$ cat config.mk
export PLATFORM = sky130hd
export DESIGN_NAME = velocity_command_slew_limiter_core
export DESIGN_NICKNAME = d
export VERILOG_FILES = /design/src/rtl/vcsl_pkg.sv /design/src/rtl/velocity_command_slew_limiter_core.sv
export SDC_FILE = /design/constraint.sdc
export NUM_CORES = 1
export LEC_CHECK = 0
export BUFFER_PORTS_ARGS = -buffer_cell sky130_fd_sc_hd__buf_2
export CAP_MARGIN = 20
export CORE_MARGIN = 1.5
export CORE_UTILIZATION = 59
export CTS_BUF_LIST = sky130_fd_sc_hd__clkbuf_8
export DETAILED_ROUTE_END_ITERATION = 8
export GPL_ROUTABILITY_DRIVEN = 0
export PLACE_DENSITY = 0.84
export SYNTH_ARGS = -nofsm -noshare
export SYNTH_HDL_FRONTEND = slang
export SYNTH_SLANG_ARGS = --single-unit
$ cat constraint.sdc
create_clock -name clk -period 29.3 [get_ports clk]
set_input_delay 2.93 -clock clk [delete_from_list [all_inputs] [get_ports clk]]
set_output_delay 2.93 -clock clk [all_outputs]
set_load 0.01 [all_outputs]
$ cat src/rtl/vcsl_pkg.sv
// Package for the velocity command slew limiter: field widths, register map,
// item kinds and the shaping, conversion and ramp functions.
// No dependencies.
`timescale 1ns / 1ps

package vcsl_pkg;

  localparam int VelW  = 16;   // velocity fields, signed
  localparam int StepW = 15;   // step and clamp registers
  localparam int TickW = 16;   // timeout counter
  localparam int InvW  = 2;
  localparam int AddrW = 5;    // 8 registers at 4-byte spacing
  localparam int DataW = 32;

  // rad/s * 180/pi * 256/4096 in Q16
  localparam logic [17:0] ANG_CONV_Q16 = 18'd234684;
  localparam logic [TickW-1:0] TIMEOUT_RESET = 16'd10;

  typedef enum logic [2:0] {
    REG_LIN_UP    = 3'd0,
    REG_LIN_DOWN  = 3'd1,
    REG_ANG_UP    = 3'd2,
    REG_ANG_DOWN  = 3'd3,
    REG_MAX_LIN   = 3'd4,
    REG_MAX_ANG   = 3'd5,
    REG_INVERT    = 3'd6,
    REG_TIMEOUT   = 3'd7
  } reg_idx_t;

  typedef enum logic {
    OP_CMD  = 1'b0,
    OP_TICK = 1'b1
  } op_t;

  // Optional negate, then symmetric clamp (zero limit = no clamp).
  // 17 bits so that negated -32768 survives.
  function automatic logic signed [VelW:0] shape_cmd(
    input logic signed [VelW-1:0] v,
    input logic                   neg,
    input logic [StepW-1:0]       lim
  );
    logic signed [VelW:0] x;
    logic signed [VelW:0] limv;
    x    = {v[VelW-1], v};
    limv = {2'b00, lim};
    if (neg) begin
      x = -x;
    end
    if (lim != '0) begin
      if (x > limv) begin
        x = limv;
      end else if (x < -limv) begin
        x = -limv;
      end
    end
    return x;
  endfunction

  function automatic logic signed [VelW-1:0] sat_lin(input logic signed [VelW:0] x);
    logic signed [VelW-1:0] r;
    if (x > 17'sd32767) begin
      r = 16'sh7fff;
    end else begin
      r = x[VelW-1:0];
    end
    return r;
  endfunction

  // Angular rad/s (1/4096) to deg/s (1/256), round half away from zero, saturate.
  function automatic logic signed [VelW-1:0] conv_ang(input logic signed [VelW:0] z);
    logic [VelW:0]  mag;
    logic [34:0]    prod;
    logic [18:0]    rnd;
    logic [VelW:0]  capped;
    logic           neg;
    neg  = z[VelW];
    mag  = neg ? 17'(-z) : 17'(z);
    prod = 35'(mag) * 35'(ANG_CONV_Q16);
    rnd  = 19'((prod + 35'd32768) >> 16);
    if (neg) begin
      capped = (rnd > 19'd32768) ? 17'd32768 : rnd[VelW:0];
      return 16'(-capped);
    end else begin
      capped = (rnd > 19'd32767) ? 17'd32767 : rnd[VelW:0];
      return capped[VelW-1:0];
    end
  endfunction

  // One ramp step toward goal; zero step means jump.
  function automatic logic signed [VelW-1:0] ramp_step(
    input logic signed [VelW-1:0] cur,
    input logic signed [VelW-1:0] goal,
    input logic [StepW-1:0]       up,
    input logic [StepW-1:0]       down
  );
    logic [VelW:0] diff;
    logic signed [VelW-1:0] r;
    r = cur;
    if (cur < goal) begin
      diff = 17'({goal[VelW-1], goal} - {cur[VelW-1], cur});
      if (up == '0 || diff < {2'b00, up}) begin
        r = goal;
      end else begin
        r = cur + $signed({1'b0, up});
      end
    end else if (cur > goal) begin
      diff = 17'({cur[VelW-1], cur} - {goal[VelW-1], goal});
      if (down == '0 || diff < {2'b00, down}) begin
        r = goal;
      end else begin
        r = cur - $signed({1'b0, down});
      end
    end
    return r;
  endfunction

endpackage

$ cat src/rtl/velocity_command_slew_limiter_core.sv
// Velocity command slew limiter, top level: input stage, shaping and ramp
// logic, result register and APB register file. Depends on vcsl_pkg.
`timescale 1ns / 1ps

// Usage
//   s_axis: one item per handshake. tuser says what the item is (op, link_up,
//   odom_reset_pending); tdata carries the linear and angular command.
//   A command item sets both targets and restarts the timeout; it gives no
//   result. A tick item counts the timeout, zeroes the targets on expiry and,
//   unless an odometry reset is pending, steps both velocities and sends one
//   result on m_axis. Items with link_up low change nothing.
//   APB: eight registers at byte addresses 0x00..0x1c. The user must write them
//   only while idle; the block itself does not enforce this.
// Throughput and datapath
//   One item per cycle while m_axis is not stalled. A tick's result passes through
//   the input register, then the result register, before it appears on m_axis.
//   The shape/convert/ramp step between the two registers is combinational,
//   with one 17x18 multiply.
// Reset
//   rst clears both stages, velocities, targets and the timeout, and loads
//   the register defaults (all zero, timeout_ticks = 10).
// Stall
//   While m_axis is stalled, the waiting result holds; commands keep flowing,
//   a following tick waits in the input register and s_axis_tready drops.

module velocity_command_slew_limiter_core
  import vcsl_pkg::*;
(
  input  logic             clk,
  input  logic             rst,
  // slave side
  input  logic             s_axis_tvalid,
  output logic             s_axis_tready,
  input  logic [31:0]      s_axis_tdata,  // [15:0] cmd_linear, [31:16] cmd_angular
  input  logic [2:0]       s_axis_tuser,  // [0] op, [1] link_up, [2] odom_reset_pending
  // master side
  output logic             m_axis_tvalid,
  input  logic             m_axis_tready,
  output logic [31:0]      m_axis_tdata,  // [15:0] drive_linear, [31:16] drive_angular
  // configuration
  input  logic             psel,
  input  logic             penable,
  input  logic             pwrite,
  input  logic [AddrW-1:0] paddr,
  input  logic [DataW-1:0] pwdata,
  output logic [DataW-1:0] prdata,
  output logic             pready
);

  // ---------------- configuration registers ----------------
  logic [StepW-1:0] linear_up_step, linear_down_step;
  logic [StepW-1:0] angular_up_step, angular_down_step;
  logic [StepW-1:0] max_linear, max_angular;
  logic [InvW-1:0]  invert_mode;
  logic [TickW-1:0] timeout_ticks;
  reg_idx_t         reg_idx;
  logic             cfg_write;

  assign pready    = 1'b1;
  assign reg_idx   = reg_idx_t'(paddr[AddrW-1:2]);
  assign cfg_write = psel && penable && pwrite && pready;

  always_ff @(posedge clk) begin
    if (rst) begin
      linear_up_step    <= '0;
      linear_down_step  <= '0;
      angular_up_step   <= '0;
      angular_down_step <= '0;
      max_linear        <= '0;
      max_angular       <= '0;
      invert_mode       <= '0;
      timeout_ticks     <= TIMEOUT_RESET;
    end else if (cfg_write) begin
      unique case (reg_idx)
        REG_LIN_UP:   linear_up_step    <= pwdata[StepW-1:0];
        REG_LIN_DOWN: linear_down_step  <= pwdata[StepW-1:0];
        REG_ANG_UP:   angular_up_step   <= pwdata[StepW-1:0];
        REG_ANG_DOWN: angular_down_step <= pwdata[StepW-1:0];
        REG_MAX_LIN:  max_linear        <= pwdata[StepW-1:0];
        REG_MAX_ANG:  max_angular       <= pwdata[StepW-1:0];
        REG_INVERT:   invert_mode       <= pwdata[InvW-1:0];
        REG_TIMEOUT:  timeout_ticks     <= pwdata[TickW-1:0];
        default:      ;
      endcase
    end
  end

  always_comb begin
    unique case (reg_idx)
      REG_LIN_UP:   prdata = DataW'(linear_up_step);
      REG_LIN_DOWN: prdata = DataW'(linear_down_step);
      REG_ANG_UP:   prdata = DataW'(angular_up_step);
      REG_ANG_DOWN: prdata = DataW'(angular_down_step);
      REG_MAX_LIN:  prdata = DataW'(max_linear);
      REG_MAX_ANG:  prdata = DataW'(max_angular);
      REG_INVERT:   prdata = DataW'(invert_mode);
      REG_TIMEOUT:  prdata = DataW'(timeout_ticks);
      default:      prdata = '0;
    endcase
  end

  // ---------------- input register ----------------
  logic                   s1_valid;
  op_t                    s1_op;
  logic                   s1_link, s1_odom;
  logic signed [VelW-1:0] s1_lin, s1_ang;
  logic                   s1_emits, s1_fire, out_free;

  assign out_free      = !m_axis_tvalid || m_axis_tready;
  assign s1_emits      = (s1_op == OP_TICK) && s1_link && !s1_odom;
  // commands, link-down items and odometry-pending ticks never need the result register
  assign s1_fire       = s1_valid && (!s1_emits || out_free);
  assign s_axis_tready = !s1_valid || s1_fire;

  always_ff @(posedge clk) begin
    if (rst) begin
      s1_valid <= 1'b0;
    end else if (s_axis_tready) begin
      s1_valid <= s_axis_tvalid;
    end
  end

  always_ff @(posedge clk) begin
    if (s_axis_tvalid && s_axis_tready) begin
      s1_op   <= op_t'(s_axis_tuser[0]);
      s1_link <= s_axis_tuser[1];
      s1_odom <= s_axis_tuser[2];
      s1_lin  <= s_axis_tdata[15:0];
      s1_ang  <= s_axis_tdata[31:16];
    end
  end

  // ---------------- item processing ----------------
  logic signed [VelW-1:0] linear_now, angular_now, linear_goal, angular_goal;
  logic [TickW-1:0]       idle_ticks;
  logic                   timeout_armed;

  logic signed [VelW-1:0] linear_now_next, angular_now_next;
  logic signed [VelW-1:0] linear_goal_next, angular_goal_next;
  logic [TickW-1:0]       idle_ticks_next;
  logic                   timeout_armed_next;
  logic signed [VelW:0]   shaped_lin, shaped_ang;

  assign shaped_lin = shape_cmd(s1_lin, invert_mode[0], max_linear);
  assign shaped_ang = shape_cmd(s1_ang, invert_mode[1], max_angular);

  always_comb begin
    linear_now_next    = linear_now;
    angular_now_next   = angular_now;
    linear_goal_next   = linear_goal;
    angular_goal_next  = angular_goal;
    idle_ticks_next    = idle_ticks;
    timeout_armed_next = timeout_armed;
    if (s1_link) begin
      unique case (s1_op)
        OP_CMD: begin
          linear_goal_next   = sat_lin(shaped_lin);
          angular_goal_next  = conv_ang(shaped_ang);
          idle_ticks_next    = '0;
          timeout_armed_next = 1'b1;
        end
        OP_TICK: begin
          // timeout runs even while an odometry reset is pending
          if (timeout_armed) begin
            if (idle_ticks != '1) begin
              idle_ticks_next = idle_ticks + 1'b1;
            end
            if (idle_ticks_next >= timeout_ticks) begin
              linear_goal_next   = '0;
              angular_goal_next  = '0;
              timeout_armed_next = 1'b0;
            end
          end
          if (!s1_odom) begin
            linear_now_next  = ramp_step(linear_now, linear_goal_next,
                                         linear_up_step, linear_down_step);
            angular_now_next = ramp_step(angular_now, angular_goal_next,
                                         angular_up_step, angular_down_step);
          end
        end
        default: ;
      endcase
    end
  end

  always_ff @(posedge clk) begin
    if (rst) begin
      linear_now    <= '0;
      angular_now   <= '0;
      linear_goal   <= '0;
      angular_goal  <= '0;
      idle_ticks    <= '0;
      timeout_armed <= 1'b0;
    end else if (s1_fire) begin
      linear_now    <= linear_now_next;
      angular_now   <= angular_now_next;
      linear_goal   <= linear_goal_next;
      angular_goal  <= angular_goal_next;
      idle_ticks    <= idle_ticks_next;
      timeout_armed <= timeout_armed_next;
    end
  end

  // ---------------- result register ----------------
  always_ff @(posedge clk) begin
    if (rst) begin
      m_axis_tvalid <= 1'b0;
    end else if (out_free) begin
      m_axis_tvalid <= s1_fire && s1_emits;
    end
  end

  always_ff @(posedge clk) begin
    if (s1_fire && s1_emits) begin
      m_axis_tdata <= {angular_now_next, linear_now_next};
    end
  end

  // ---------------- assertions ----------------
  a_tick_emits: assert property (@(posedge clk) disable iff (rst)
    s1_fire && s1_emits |=> m_axis_tvalid && m_axis_tdata[15:0] == linear_now)
    else $error("ticked item did not produce its result");

  a_cmd_arms: assert property (@(posedge clk) disable iff (rst)
    s1_fire && s1_link && s1_op == OP_CMD |=> timeout_armed && idle_ticks == '0)
    else $error("command did not restart the timeout");

  a_link_down: assert property (@(posedge clk) disable iff (rst)
    s1_fire && !s1_link |=> $stable(linear_goal) && $stable(linear_now)
                            && $stable(angular_now) && $stable(timeout_armed))
    else $error("item with link down changed state");

  a_odom_hold: assert property (@(posedge clk) disable iff (rst)
    s1_fire && s1_odom |=> $stable(linear_now) && $stable(angular_now))
    else $error("velocity moved while odometry reset pending");

  a_ready_empty: assert property (@(posedge clk) disable iff (rst)
    !s1_valid |-> s_axis_tready)
    else $error("input stage empty but not ready");

endmodule
# Word-level counts from Yosys, hierarchy flattened
# Index checks and enable logic that the tools add are counted.
[word_totals]
out_inout_bits = 67
reg_bits = 258
[op_classes]
add_sub_neg = 16
mul = 1
order_cmp = 16
n_mux = 47
eq_ne = 9
n_bitwise = 1
n_reduce_logical = 35
[ops]
columns = ["op", "count"]
rows = [
  ["two-way mux 16 bit", 31],
  ["one-hot mux 32 bit (8 select lines)", 1],
  ["two-way mux 17 bit", 9],
  ["one-hot mux 16 bit (2 select lines)", 3],
  ["less-than comparator 17 x 15 -> 1 bit", 4],
  ["subtractor 16 x 16 -> 17 bit", 4],
  ["logical NOT 15 bit", 4],
  ["adder 35 x 16 -> 35 bit, second input constant", 1],
  ["> comparator 17 x 16 -> 1 bit", 2],
  ["less-than comparator 17 bit", 2],
  ["negator 15 -> 17 bit", 2],
  ["negator 16 -> 17 bit", 2],
  ["multiplier 17 x 16 -> 33 bit, second input constant", 1],
  ["adder 16 bit", 2],
  ["> comparator 16 bit", 2],
  ["less-than comparator 16 bit", 2],
  ["subtractor 16 bit", 2],
  ["nonzero test 15 bit", 2],
  ["> comparator 19 x 15 -> 1 bit, second input constant", 1],
  ["> comparator 19 x 16 -> 1 bit, second input constant", 1],
  ["AND reduction 2 bit", 9],
  ["> comparator 17 x 16 -> 1 bit, second input constant", 1],
  ["negator 17 bit", 1],
  ["adder 16 x 1 -> 16 bit, second input constant", 1],
  ["15 further kinds", 35],
]

# Logic depth before layout (Yosys ltp)
[depth]
depth_word = 19
mapped_depth = 60

# Worst setup path after synthesis
# OpenSTA, ideal clock, no wires.
[synth_timing]
kind = "flip-flop to flip-flop"
startpoint = "reg s1_ang[6]"
endpoint = "reg angular_goal[14]"
required_time_ns = 29.176
period_less_slack_ns = 13.259
path_stages_with_launch = 54
setup_slack_ns = 16.041
arrival_time_ns = 13.135
cell_sequence = "edfxtp_1 > nor4_1 > nand3_1 > or2_2 > o31ai_1 > xor2_1 > inv_1 > ha_1 > a211oi_1 > o21ai_0 > or3_1 > o211ai_1 > a21boi_2 > and2_1 > buf_4 > buf_2 > a222oi_1 > inv_1 > (+18 left out) > o2111ai_1 > nand3b_1 > or4_4 > nor4_1 > mux2_2 > or2_1 > buf_6 > and2_4 > buf_6 > buf_8 > nand2_1 > ha_1 > clkbuf_1 > o211ai_1 > nor3_1 > xnor2_1 > mux2i_1 > o2bb2ai_1"
[synth_between]
elab_chain_cells = 15
[synth_rtl]
columns = ["element", "line_no", "text"]
rows = [
  ["start, declared", "velocity_command_slew_limiter_core.sv:106", "logic signed [VelW-1:0] s1_lin, s1_ang;"],
  ["start signal, assigned", "velocity_command_slew_limiter_core.sv:129", "s1_ang <= s_axis_tdata[31:16];"],
  ["negator 16 -> 17 bit", "vcsl_pkg.sv:47", "x = -x;"],
  ["two-way mux 17 bit *", "vcsl_pkg.sv:46", "if (neg) begin"],
  ["less-than comparator 17 bit", "vcsl_pkg.sv:52", "end else if (x < -limv) begin"],
  ["two-way mux 17 bit", "vcsl_pkg.sv:52", ""],
  ["two-way mux 17 bit", "vcsl_pkg.sv:50", "if (x > limv) begin"],
  ["two-way mux 17 bit *", "vcsl_pkg.sv:49", "if (lim != '0) begin"],
  ["negator 17 bit", "vcsl_pkg.sv:77", "mag = neg ? 17'(-z) : 17'(z);"],
  ["two-way mux 17 bit", "vcsl_pkg.sv:77", ""],
  ["multiplier 17 x 16 -> 33 bit", "vcsl_pkg.sv:78", "prod = 35'(mag) * 35'(ANG_CONV_Q16);"],
  ["adder 35 x 16 -> 35 bit", "vcsl_pkg.sv:79", "rnd = 19'((prod + 35'd32768) >> 16);"],
  ["> comparator 19 x 16 -> 1 bit", "vcsl_pkg.sv:81", "capped = (rnd > 19'd32768) ? 17'd32768 : rnd[VelW:0];"],
  ["two-way mux 16 bit", "vcsl_pkg.sv:81", ""],
  ["negator 16 bit", "vcsl_pkg.sv:82", "return 16'(-capped);"],
  ["two-way mux 16 bit *", "vcsl_pkg.sv:80", "if (neg) begin"],
  ["one-hot mux 16 bit (2 select lines) *", "velocity_command_slew_limiter_core.sv:155", "unique case (s1_op)"],
  ["end signal, assigned", "velocity_command_slew_limiter_core.sv:198", "angular_goal <= angular_goal_next;"],
  ["end, declared", "velocity_command_slew_limiter_core.sv:134", "logic signed [VelW-1:0] linear_now, angular_now, linear_goal, angular_goal;"],
]
# Mark *: on every way between the ends. The rest lies on a longest branch, timed or not.
# A chain may end at the register's enable or synchronous reset.

# Worst setup path after layout
[layout_timing]
startpoint = "reg s1_ang[6]"
endpoint = "reg angular_goal[12]"
# Same word-level chain as after synthesis.

==> metrics <==
Die ar.=51400 um2; starting DRC count in detailed routing=3114; CTS root buffer=clkbuf_8; die width=227 um; outcome=complete, no violations; final core occ=0.641; mean area per synthesized cell=7.85 um2; Chip Height=227 um; top cells by area, synth=ha_1, dfxtp_1, edfxtp_1; area of the core=49200 um2; Critical Path Max Stage Delay=1.03 ns; WS Path Type=reg2reg; endpoint of the worst register-to-register path=angular_goal[12]$_SDFFE_PP0P_; Buffers on Ports=110; Worst-Margin Slew=1.22 ns; CP Max Fanout=17; initial core utilization=0.600; final period utilization=0.533; CP endpoint kind=flip-flop; reg2reg path depth=46; IO Pins=146; min Tclk post-route=15.62 ns; post-synthesis sequential area ratio=0.198; Post CTS Setup Buffer Count=0; ANT nets after route=0; top cell type's share of synthesized area=0.169; GR Overflow Total=0; final setup TNS=0 ns; Hold Crit Class=reg2reg; endpoints failing hold=0; Max Cap Viol=0; max_slew headroom=0.183; Max Freq=64.0 MHz; initial antenna violation count=1; Clock Latency Late Sink=0.63 ns; Clock Sinks=258; DRT Wirelength=88.5 mm; vias=28100; CTS resizes=0; largest area contributor in the synthesized netlist=ha_1; NumNets Final=4362; most frequent cells in the layout=nand2_1, inv_1, ha_1, a21oi_1, nor2_1; hpwl dp=69.0 mm; worst reg2reg startpoint=s1_ang[6]$_DFFE_PP_; crit path launch type=flip-flop; Crit. Startpoint=s1_ang[6]$_DFFE_PP_; CTS tree=yes; Post-Synthesis Cell Area=29500 um2; setup violators final=0; EDFF count, synth=67; vias in the first global route=26900; P&R area growth vs syn=6.76%; cell depth of the worst setup path=46; Hold WS=0.456 ns; hold buffers post-CTS=0; cell count after synthesis=3757; ys async rst share=0; DR DRC count=0; first-pass GRT wire length=141 mm; gr usage total=0.346; most frequent CP cell=ha_1; drt pass-1 iters=6; Unique masters post-synth=102; layout cell share with drive strength beyond 1=0.0735; RSZ-0062 raised after global routing=no; WL/cell=19.7 um; Max Slew Vio Count=0; FP Rows=81; crit path DAT=16.10 ns; worst endpoint required time=29.77 ns; Largest delay share family, worst path=compound AO/OA/AOI/OAI gates; largest net degree at the start of global routing=90; clk buf depth=3; Synth Flop Type=dfxtp_1; count of warnings emitted by yosys=0; Worst-path clk slew=0.06 ns; commonest non-fill, non-tap cell in the layout=nand2_1; reg2reg setup slack=13.68 ns; H-Tree Depth=2; TritonCTS Buffers=43; Slowest-stage cell, CP=a222oi_1; #FFs+latches synth=258; Critical path buffers and inverters=3; Worst Setup EP=angular_goal[12]$_SDFFE_PP0P_; via density per instance=6.27; clock skew=0.0643 ns
synth_stat cells (all sizes together), types with 37 or more instances:
cell / instances
nor3: 70
nand4: 45
fa: 95
buf: 43
nand3: 100
a21o: 59
o21ai: 242
dfxtp: 191
xor2: 54
edfxtp: 67
nor2: 257
xnor2: 169
o211ai: 37
a21oi: 325
nor2b: 39
clkbuf: 129
mux2i: 64
o21a: 37
ha: 398
inv: 401
nand2: 423
worst register-to-register path, delay by kind of cell (launching register included):
family | cells | cell delay, ns
compound gates | 18 | 5.06
buf+inv | 3 | 0.23
simple gates | 12 | 3.88
fa+ha+maj | 9 | 4.00
mux | 1 | 0.25
xor+xnor | 3 | 1.64
flops | 1 | 0.42
sequential cells by signal, summed over array words and instances, names as in the netlist, 2 cells and up:
name               count
invert_mode            2
linear_goal           16
idle_ticks            16
max_angular           15
linear_up_step        15
s1_ang                16
linear_now            16
max_linear            15
m_axis_tdata          32
angular_up_step       15
linear_down_step      15
angular_now           16
s1_lin                16
angular_down_step     15
timeout_ticks         16
angular_goal          16
final cells by class:
class | count | area [um2]
fill | 4073 | 17700
inverter | 404 | 1520
sequential | 258 | 5840
tap | 664 | 831
multi-input combinational | 2947 | 21500
timing repair buffer | 136 | 746
clock buffer | 55 | 757
antenna | 1 | 2.50
clock inverter | 24 | 279
routing by layer:
metal | GRT usage | routed length, um
met1 | 0.427 | 33900
met2 | 0.560 | 39600
met3 | 0.0604 | 8700
met4 | 0.215 | 6310
met5 | 0 | 0
logic make-up after synthesis:
group | share of synthesized area
xor gates and xnor gates | 0.0667
and+or+nand+nor | 0.175
buffers and inverters | 0.0771
other | 0.000255
adders and majority gates | 0.233
DFF | 0.198
AOI/OAI and AO/OA | 0.219
muxes | 0.0305
through the flow:
stage	area, um2	setup slack (ns)	cells
after floorplan	29600	16.04	3781
after global placement	30400	14.40	4407
after detailed placement	30400	14.11	4407
after CTS	31500	13.99	4486
after global routing	31500	12.67	4489
final	31500	13.68	4489
how the worst min path moves through the flow:
stage / end / depth (start not counted) / slack [ns] / start
floorplan: angular_goal[4]$_SDFFE_PP0P_ / 2 / 0.42 / angular_goal[4]$_SDFFE_PP0P_
global placement: linear_goal[4]$_SDFFE_PP0P_ / 1 / 0.43 / linear_goal[4]$_SDFFE_PP0P_
detailed placement: linear_goal[11]$_SDFFE_PP0P_ / 2 / 0.45 / linear_goal[11]$_SDFFE_PP0P_
CTS: timeout_ticks[15]$_SDFFE_PP0P_ / 2 / 0.46 / timeout_ticks[15]$_SDFFE_PP0P_
global route: angular_goal[9]$_SDFFE_PP0P_ / 2 / 0.48 / angular_goal[9]$_SDFFE_PP0P_
finish: timeout_ticks[15]$_SDFFE_PP0P_ / 2 / 0.46 / timeout_ticks[15]$_SDFFE_PP0P_
Power is not shown: default switching activity piles up to over one toggle a cycle in this logic, so the estimate is an artifact.
